==> src/rtl/sfdl_pkg.sv <==
`timescale 1ns / 1ps
package sfdl_pkg;

   localparam int SAMPLE_W    = 16;
   localparam int FRAC_W      = SAMPLE_W - 1;
   localparam int TANH_FRAC_W = FRAC_W - 3;
   localparam int TANH_SHIFT  = 12;
   localparam int TANH_IDX_W  = 5;

   localparam int DELAY_DEPTH_DEF = 131072;

   localparam int DELAY_REG_W = 17;
   localparam int FB_W        = 15;
   localparam int COEFF_W     = 15;
   localparam int GAIN_W      = 16;

   localparam int MUL_W  = 24;
   localparam int PROD_W = 2 * MUL_W;
   localparam int SAT_W  = 40;

   localparam int CSR_ADDR_W = 3;
   localparam int CSR_DATA_W = 17;

   localparam logic [CSR_ADDR_W-1:0] CSR_DELAY_LEFT    = 3'd0;
   localparam logic [CSR_ADDR_W-1:0] CSR_DELAY_RIGHT   = 3'd1;
   localparam logic [CSR_ADDR_W-1:0] CSR_FEEDBACK_GAIN = 3'd2;
   localparam logic [CSR_ADDR_W-1:0] CSR_LOWPASS_COEFF = 3'd3;
   localparam logic [CSR_ADDR_W-1:0] CSR_DRY_GAIN      = 3'd4;
   localparam logic [CSR_ADDR_W-1:0] CSR_WET_GAIN      = 3'd5;

   localparam int STEP_W = 4;
   localparam logic [STEP_W-1:0] ST_IDLE      = 4'd0;
   localparam logic [STEP_W-1:0] ST_MOD_MUL   = 4'd1;
   localparam logic [STEP_W-1:0] ST_MOD_SCALE = 4'd2;
   localparam logic [STEP_W-1:0] ST_MOD_FIX   = 4'd3;
   localparam logic [STEP_W-1:0] ST_READ      = 4'd4;
   localparam logic [STEP_W-1:0] ST_LP_MUL    = 4'd5;
   localparam logic [STEP_W-1:0] ST_LP_ADD    = 4'd6;
   localparam logic [STEP_W-1:0] ST_FB_MUL    = 4'd7;
   localparam logic [STEP_W-1:0] ST_CLIP_IN   = 4'd8;
   localparam logic [STEP_W-1:0] ST_CLIP_MUL  = 4'd9;
   localparam logic [STEP_W-1:0] ST_WRITE     = 4'd10;
   localparam logic [STEP_W-1:0] ST_DONE      = 4'd11;

   typedef logic signed [SAMPLE_W-1:0] sample_type;

   typedef struct packed {
      logic [DELAY_REG_W-1:0] delay_left;
      logic [DELAY_REG_W-1:0] delay_right;
      logic [FB_W-1:0]        feedback_gain;
      logic [COEFF_W-1:0]     lowpass_coeff;
      logic [GAIN_W-1:0]      dry_gain;
      logic [GAIN_W-1:0]      wet_gain;
   } cfg_type;

   localparam cfg_type CFG_RESET = '{
      delay_left:    17'd9084,
      delay_right:   17'd9901,
      feedback_gain: 15'd4424,
      lowpass_coeff: 15'd22282,
      dry_gain:      16'd27034,
      wet_gain:      16'd11469
   };

   typedef struct packed {
      logic [STEP_W-1:0] step;
      logic              ch;
      logic              start;
      logic              finish;
   } seq_ctrl_type;

   localparam logic signed [SAT_W-1:0] SAT_HI = SAT_W'(2 ** FRAC_W - 1);
   localparam logic signed [SAT_W-1:0] SAT_LO = SAT_W'(-(2 ** FRAC_W));

   function automatic sample_type sat_sample(input logic signed [SAT_W-1:0] v);
      sample_type r;
      if (v > SAT_HI) begin
         r = SAMPLE_W'(SAT_HI);
      end else if (v < SAT_LO) begin
         r = SAMPLE_W'(SAT_LO);
      end else begin
         r = SAMPLE_W'(v);
      end
      return r;
   endfunction

   // tanh over [0,2] in steps of 1/8, Q1.15; beyond the last point hold tanh(2)
   function automatic logic [15:0] tanh_lut(input logic [TANH_IDX_W-1:0] idx);
      logic [15:0] t;
      unique case (idx)
         5'd0:    t = 16'd0;
         5'd1:    t = 16'd4075;
         5'd2:    t = 16'd8026;
         5'd3:    t = 16'd11743;
         5'd4:    t = 16'd15143;
         5'd5:    t = 16'd18173;
         5'd6:    t = 16'd20813;
         5'd7:    t = 16'd23066;
         5'd8:    t = 16'd24956;
         5'd9:    t = 16'd26519;
         5'd10:   t = 16'd27797;
         5'd11:   t = 16'd28830;
         5'd12:   t = 16'd29660;
         5'd13:   t = 16'd30322;
         5'd14:   t = 16'd30847;
         5'd15:   t = 16'd31262;
         default: t = 16'd31589;
      endcase
      return t;
   endfunction

endpackage

==> src/rtl/sfdl_seq.sv <==
`timescale 1ns / 1ps
module sfdl_seq (
   input  logic                   clock,
   input  logic                   reset,
   input  logic                   req_valid,
   input  logic                   out_free,
   output sfdl_pkg::seq_ctrl_type ctrl
);
   import sfdl_pkg::*;

   logic [STEP_W-1:0] state_ff, state_in;
   logic              ch_ff, ch_in;

   always_comb begin
      state_in = state_ff;
      ch_in    = ch_ff;
      unique case (state_ff)
         ST_IDLE: begin
            ch_in = 1'b0;
            if (req_valid) begin
               state_in = ST_MOD_MUL;
            end
         end
         ST_MOD_MUL:   state_in = ST_MOD_SCALE;
         ST_MOD_SCALE: state_in = ST_MOD_FIX;
         ST_MOD_FIX:   state_in = ST_READ;
         ST_READ:      state_in = ST_LP_MUL;
         ST_LP_MUL:    state_in = ST_LP_ADD;
         ST_LP_ADD:    state_in = ST_FB_MUL;
         ST_FB_MUL:    state_in = ST_CLIP_IN;
         ST_CLIP_IN:   state_in = ST_CLIP_MUL;
         ST_CLIP_MUL:  state_in = ST_WRITE;
         ST_WRITE: begin
            // left done: run the same steps again for the right channel
            if (!ch_ff) begin
               ch_in    = 1'b1;
               state_in = ST_MOD_MUL;
            end else begin
               state_in = ST_DONE;
            end
         end
         ST_DONE: begin
            if (out_free) begin
               state_in = ST_IDLE;
               ch_in    = 1'b0;
            end
         end
         default: begin
            state_in = ST_IDLE;
            ch_in    = 1'b0;
         end
      endcase
   end

   always_ff @(posedge clock) begin
      if (reset) begin
         state_ff <= ST_IDLE;
         ch_ff    <= 1'b0;
      end else begin
         state_ff <= state_in;
         ch_ff    <= ch_in;
      end
   end

   assign ctrl.step   = state_ff;
   assign ctrl.ch     = ch_ff;
   assign ctrl.start  = (state_ff == ST_IDLE) && req_valid;
   assign ctrl.finish = (state_ff == ST_DONE) && out_free;

endmodule

==> config.mk <==
export PLATFORM = sky130hd
export DESIGN_NAME = sfdl_seq
export DESIGN_NICKNAME = d
export VERILOG_FILES = /design/src/rtl/sfdl_pkg.sv /design/src/rtl/sfdl_seq.sv
export SDC_FILE = /design/constraint.sdc
export NUM_CORES = 1
export LEC_CHECK = 0
export BUFFER_PORTS_ARGS = -buffer_cell sky130_fd_sc_hd__buf_4
export CAP_MARGIN = 20
export CORE_AREA = 3 3 40 42
export DETAILED_ROUTE_END_ITERATION = 6
export DIE_AREA = 0 0 43 45
export PLACE_DENSITY = 0.55
export SETUP_SLACK_MARGIN = 0.15
export SLEW_MARGIN = 20
export SYNTH_ARGS = -nofsm -noshare
export SYNTH_HDL_FRONTEND = slang
export SYNTH_SLANG_ARGS = --single-unit
==> constraint.sdc <==
create_clock -name clock -period 1.5 [get_ports clock]
set_input_delay 0.225 -clock clock [delete_from_list [all_inputs] [get_ports clock]]
set_output_delay 0.225 -clock clock [all_outputs]
set_load 0.1 [all_outputs]
# [Yosys cells after proc, flatten, opt, wreduce, memory -nomap -nowiden]
# Cells that the tools add are included.
# W data, S select, Z words.
[word_totals] ff_bits=5 inputBits=4 output_inout_bits=7 elab_cells=28
[classes] n_eq_ne=13 mux=6 n_bitwise=1 n_reduce_logical=6
[op_table] operator="$pmux W4 S12" count=1
[op_table] operator="$eq A4 B3 Y1 const B" count=4
[op_table] operator="$eq A4 B4 Y1 const B" count=4
[op_table] operator="$mux W4" count=3
[op_table] operator="$reduce_or A9 Y1" count=1
[op_table] operator="$eq A4 B2 Y1 const B" count=2
[op_table] operator="$eq A4 B1 Y1 const B" count=1
[op_table] operator="$logic_not A4 Y1" count=1
[op_table] operator="$ne A2 B2 Y1 const B" count=2
[op_table] operator="$reduce_and A2 Y1" count=2
[op_table] operator="$pmux W1 S3" count=1
[op_table] operator="$logic_and A1 B1 Y1" count=2
[op_table] operator="$mux W1" count=1
[op_table] operator="$not A1 Y1" count=1

# [Longest topological paths before layout]
[depth] depth_word=4 ltp_mapped=4 ltp_nobuf=3

# [Worst setup path after synthesis]
# OpenSTA, ideal clock, no wires.
[synth_timing] path_kind="flip-flop to output port" startpoint="reg state_ff[1]" endpoint="out ctrl[0] (netlist name)" arrival_ns=3.526 required_time_ns=1.275 slack_ns=-2.251 path_stages_with_launch=4 path_buffers=1 cell_sequence="dfxtp_1 > buf_6 > nand3_2 > nor3b_1"
[synth_rtl] element="start: declaration" line_no="sfdl_seq.sv:11" rtl="logic [STEP_W-1:0] state_ff, state_in;"
[synth_rtl] element="start signal: assignment" line_no="sfdl_seq.sv:60" rtl="state_ff <= state_in;"
[synth_rtl] element="end: declaration" line_no="sfdl_seq.sv:7" rtl="output sfdl_pkg::seq_ctrl_type ctrl"

==> results.txt <==
----------------------------------------------------
[Placement]
  IO Port Bufs ... 10
  Place WS ... 0.1447 ns
  Dpl cells ... 60
  HPWL after detailed placement ... between 500 and 600 um
  Last weighted congestion value of the routability-driven placer ... 0.7139

[Worst setup path]
  Sort of element at the end of the critical path ... output pin
  WS Path Type ... flip-flop to output pin
  Crit path buf inv count ... 1
  Arrival time at the worst endpoint ... ~1.3 ns
  CP Max Fanout ... 3
  Library cell contributing the largest single delay on the critical path ... dfxtp_4
  Critical path's largest stage delay ... 0.36 ns
  Crit path required time ... between 1 and 1.5 ns
  Delay-heaviest family, CP ... simple AND/OR/NAND/NOR gates
  Ordered cell list for the critical path ... nor4_4 -> and2_4 -> buf_12
  Worst Setup Start Kind ... flip-flop

[Synth]
  Share of synthesized registers carrying an async set or reset ... 0%
  Main combinational cell family by area after synthesis ... simple AND/OR/NAND/NOR gates
  Synth Net Count ... 42
  Flip-flop and latch count after synthesis ... 5
  YS warnings ... 0
  Area fraction in and, or, nand and nor cells after synthesis ... 36.79%
  Seq/Total Area, Yosys ... 28.57%
  Cell count after synthesis ... 38
  Post-synthesis xor/xnor area fraction ... 2.500%
  Post-synthesis instance area ... ~350 um^2
  Post-synth EDFFs ... 0
  Top post-synthesis cells by area ... dfxtp_1, buf_6, a2111oi_2
  Mean cell area of the mapped netlist ... between 9 and 10 um^2
  Area share of the largest cell type after synthesis ... between 20 and 30%
  Post-Synth Adder-Cell Area ... 0%
  Area fraction in compound gates after synthesis ... 17.14%
  Library cells used by synthesis ... 25
  Multiplexer share of the synthesized area ... 0%
  Area leader, netlist ... dfxtp_1
  Predominant post-synthesis flop cell ... dfxtp_1

[Power]
  Overall power after layout ... ~0.54 mW
  Clk network pwr share ... between 20 and 30%
  PwrDens ... 902.9 nW/um^2
  Combinational share of power ... 41.6%
  Leak pwr ... around 0.23 nW
  Net load switching power ... 0.2104 mW
  Internal power summed over all cells ... 0.3285 mW
  Net Sw Frac ... 39.04%
  Peak supply drop ... 453.6 uV
  Proportion of power drawn by flip-flops and latches ... between 20% and 30%

[Detailed routing]
  Post-route DRC ... 0
  Count of antenna-violating nets left after detailed routing ... 0
  First DRT Iteration DRCs ... 1
  First-pass iteration count of the detailed router ... 4
  Via total after detailed routing ... 356
  Routed length per instance ... roughly 13 um
  Drt via density ... slightly below 5
  Final wirelength ... 956 um

[Cells and area]
  Layout cells sized above 1 ... between 60% and 70%
  Final #Nets ... 62
  Filler cell count ... 131
  Area Overhead vs Synth ... 70.36%
  Antenna diode instance count ... 0
  Post-Layout Cell Count ... 72
  Share of the core filled with cells in the final layout ... between 40% and 50%

[Timing]
  Worst setup slack after layout ... 0.02876 ns
  Final setup violation count ... 0
  Setup repair after global routing missed its margin ... yes
  Achievable frequency ... between 0.6 and 0.7 GHz
  Transition time at the pin with the least slew margin ... between 0.2 and 0.3 ns
  Final Hold Fails ... 0
  Fin crit period ... 1.471 ns
  Fraction of the cycle the final worst path needs ... 98.08%
  Total negative slack ... 0 ns
  Pins Over Slew Limit ... 0
  Max-Slew Margin vs Limit ... 81.55%
  Final setup skew ... 0.006040 ns

[CTS]
  Total clock buffers created by CTS ... 3
  Clock tree from TritonCTS ... yes
  Insertion delay of the later-clocked pin in the worst-skew pair ... 0.24 ns
  Clk sinks ... 5
  H-Tree Depth ... 1
  Clock Pin Slew Worst Setup and Hold Paths ... 0.05 ns
  Clock tree buffer depth ... 2
  Cell at the root of the clock tree ... clkbuf_4

[Floorplanning]
  Total Die Area ... 1935 um^2
  Die outline height ... 45 um
  Initial core utilization ... 27.26%
  Area inside the core boundary ... 1285 um^2
  Io pins ... 11
  Die span in x ... 43 um
  Placement Rows ... 13

[GRT]
  Antenna violations before repair ... 0
  Total track usage ... 11.99%
  Overflow left after global routing ... 0
  Pin count of the biggest net entering global routing ... 11
  First-pass GRT wire length ... 1593 um
  Vias in the first global route ... ~330

[Hold path]
  Kind of path behind the tightest hold check ... primary input to flip-flop

[Outcome]
  Outcome ... finished, final reports clean

[Job]
  Reported max-cap violation count ... 0

----------------------------------------------------
-- cells in the final DEF, fill, tap and decap left out --
| cell | instances |
|---|---|
| buf_8 | 1 |
| nand3_4 | 1 |
| a31oi_1 | 1 |
| nand4b_1 | 1 |
| buf_4 | 16 |
| clkbuf_4 | 3 |
| and3_1 | 1 |
| a2111oi_4 | 1 |
| clkbuf_1 | 1 |
| a32o_1 | 1 |
| xor2_1 | 1 |
| a31oi_2 | 1 |
| nor3b_4 | 1 |
| buf_12 | 2 |
| o21ai_1 | 2 |
| o21bai_1 | 1 |
| a21oi_1 | 1 |
| nor2b_1 | 2 |
| nor2_1 | 1 |
| dfxtp_1 | 1 |
| buf_6 | 1 |
| nor3_1 | 2 |
| nor3_2 | 1 |
| inv_1 | 1 |
| nand2b_1 | 2 |
| nand2_1 | 2 |
| nor4_4 | 1 |
| nand3b_1 | 1 |
| nand2b_4 | 1 |
| dfxtp_4 | 4 |
| and2_4 | 1 |
-- state kept, by name, indices dropped and copies added (netlist names) --
name	cells
ch_ff	1
state_ff	4
-- timing repair --
action	in CTS	in global routing
pin swaps	3	1
setup buffers	8	0
setup endpoints to repair	2	4
resized for setup	8	4
endpoints found under the hold margin	0	0
hold buffers	0	0
-- routing by layer --
metal / part of all wire, % / up-vias / GRT usage [%] / wire length, um
met1: 42 / 171 / 13.01 / 400
met2: 49 / 12 / 18.56 / 473
li1: - / 171 / - / -
met3: 6.9 / 2 / 7.570 / 66
met5: 0 / - / 0 / 0
met4: 1.6 / 0 / 5.422 / 15
-- cell families after synthesis --
group | Yosys count
and+or+nand+nor | 18
AOI/OAI and AO/OA | 8
buffers and inverters | 6
DFF | 5
xor gates and xnor gates | 1
-- worst paths after layout --
path | startpoint | endpoint | slack [ns] | cells after the start
worst max-delay path | state_ff[0] | ctrl[1] | 0.03 | 3
worst min-delay path | reset | state_ff[1] | 0.20 | 2
worst max register to register | state_ff[3] | state_ff[0] | 0.22 | 6
worst min register to register | state_ff[2] | state_ff[3] | 0.61 | 2
-- worst reg2reg max path: cells and delay by family, from the launching register on --
kind / cells / cell delay, ns
simple gates: 2 / 0.35
flops: 1 / 0.35
compound gates: 1 / 0.07
buf+inv: 3 / 0.41
-- area by class of cell --
class	count	area [um^2]	share of cell area [%]
Inverter	1	3.754	0.6289
Sequential cell	5	115.1	19.29
Timing Repair Buffer	20	186.4	31.24
Tap cell	15	18.77	3.145
Multi-Input combinational cell	27	246.5	41.30
Clock buffer	4	26.28	4.403
-- through the flow --
stage,hold WS [ns],area (um^2)
floorplan,0.2847,386.6
global placement,0.4407,446.7
detailed placement,0.4438,446.7
CTS,0.1851,570.5
global route,0.1963,596.8
finish,0.1967,596.8
-- Yosys cell counts, types with 2 or more instances --
library cell  n
a31oi_1       2
nand2_1       2
nor3_1        2
nand2b_1      2
o21ai_1       2
dfxtp_1       5
buf_4         2
buf_6         3
nor2b_1       2
-- power groups by stage --
stage / Combinational (mW) / Clock (mW) / Sequential (mW)
global placement: 0.165 / 0 / 0.169
finish: 0.224 / 0.156 / 0.159
detailed placement: 0.165 / 0 / 0.169
floorplan: 0.0964 / 0 / 0.206
CTS: 0.214 / 0.160 / 0.158
global route: 0.237 / 0.173 / 0.160
No activity file was read; power rests on OpenSTA's default activity.
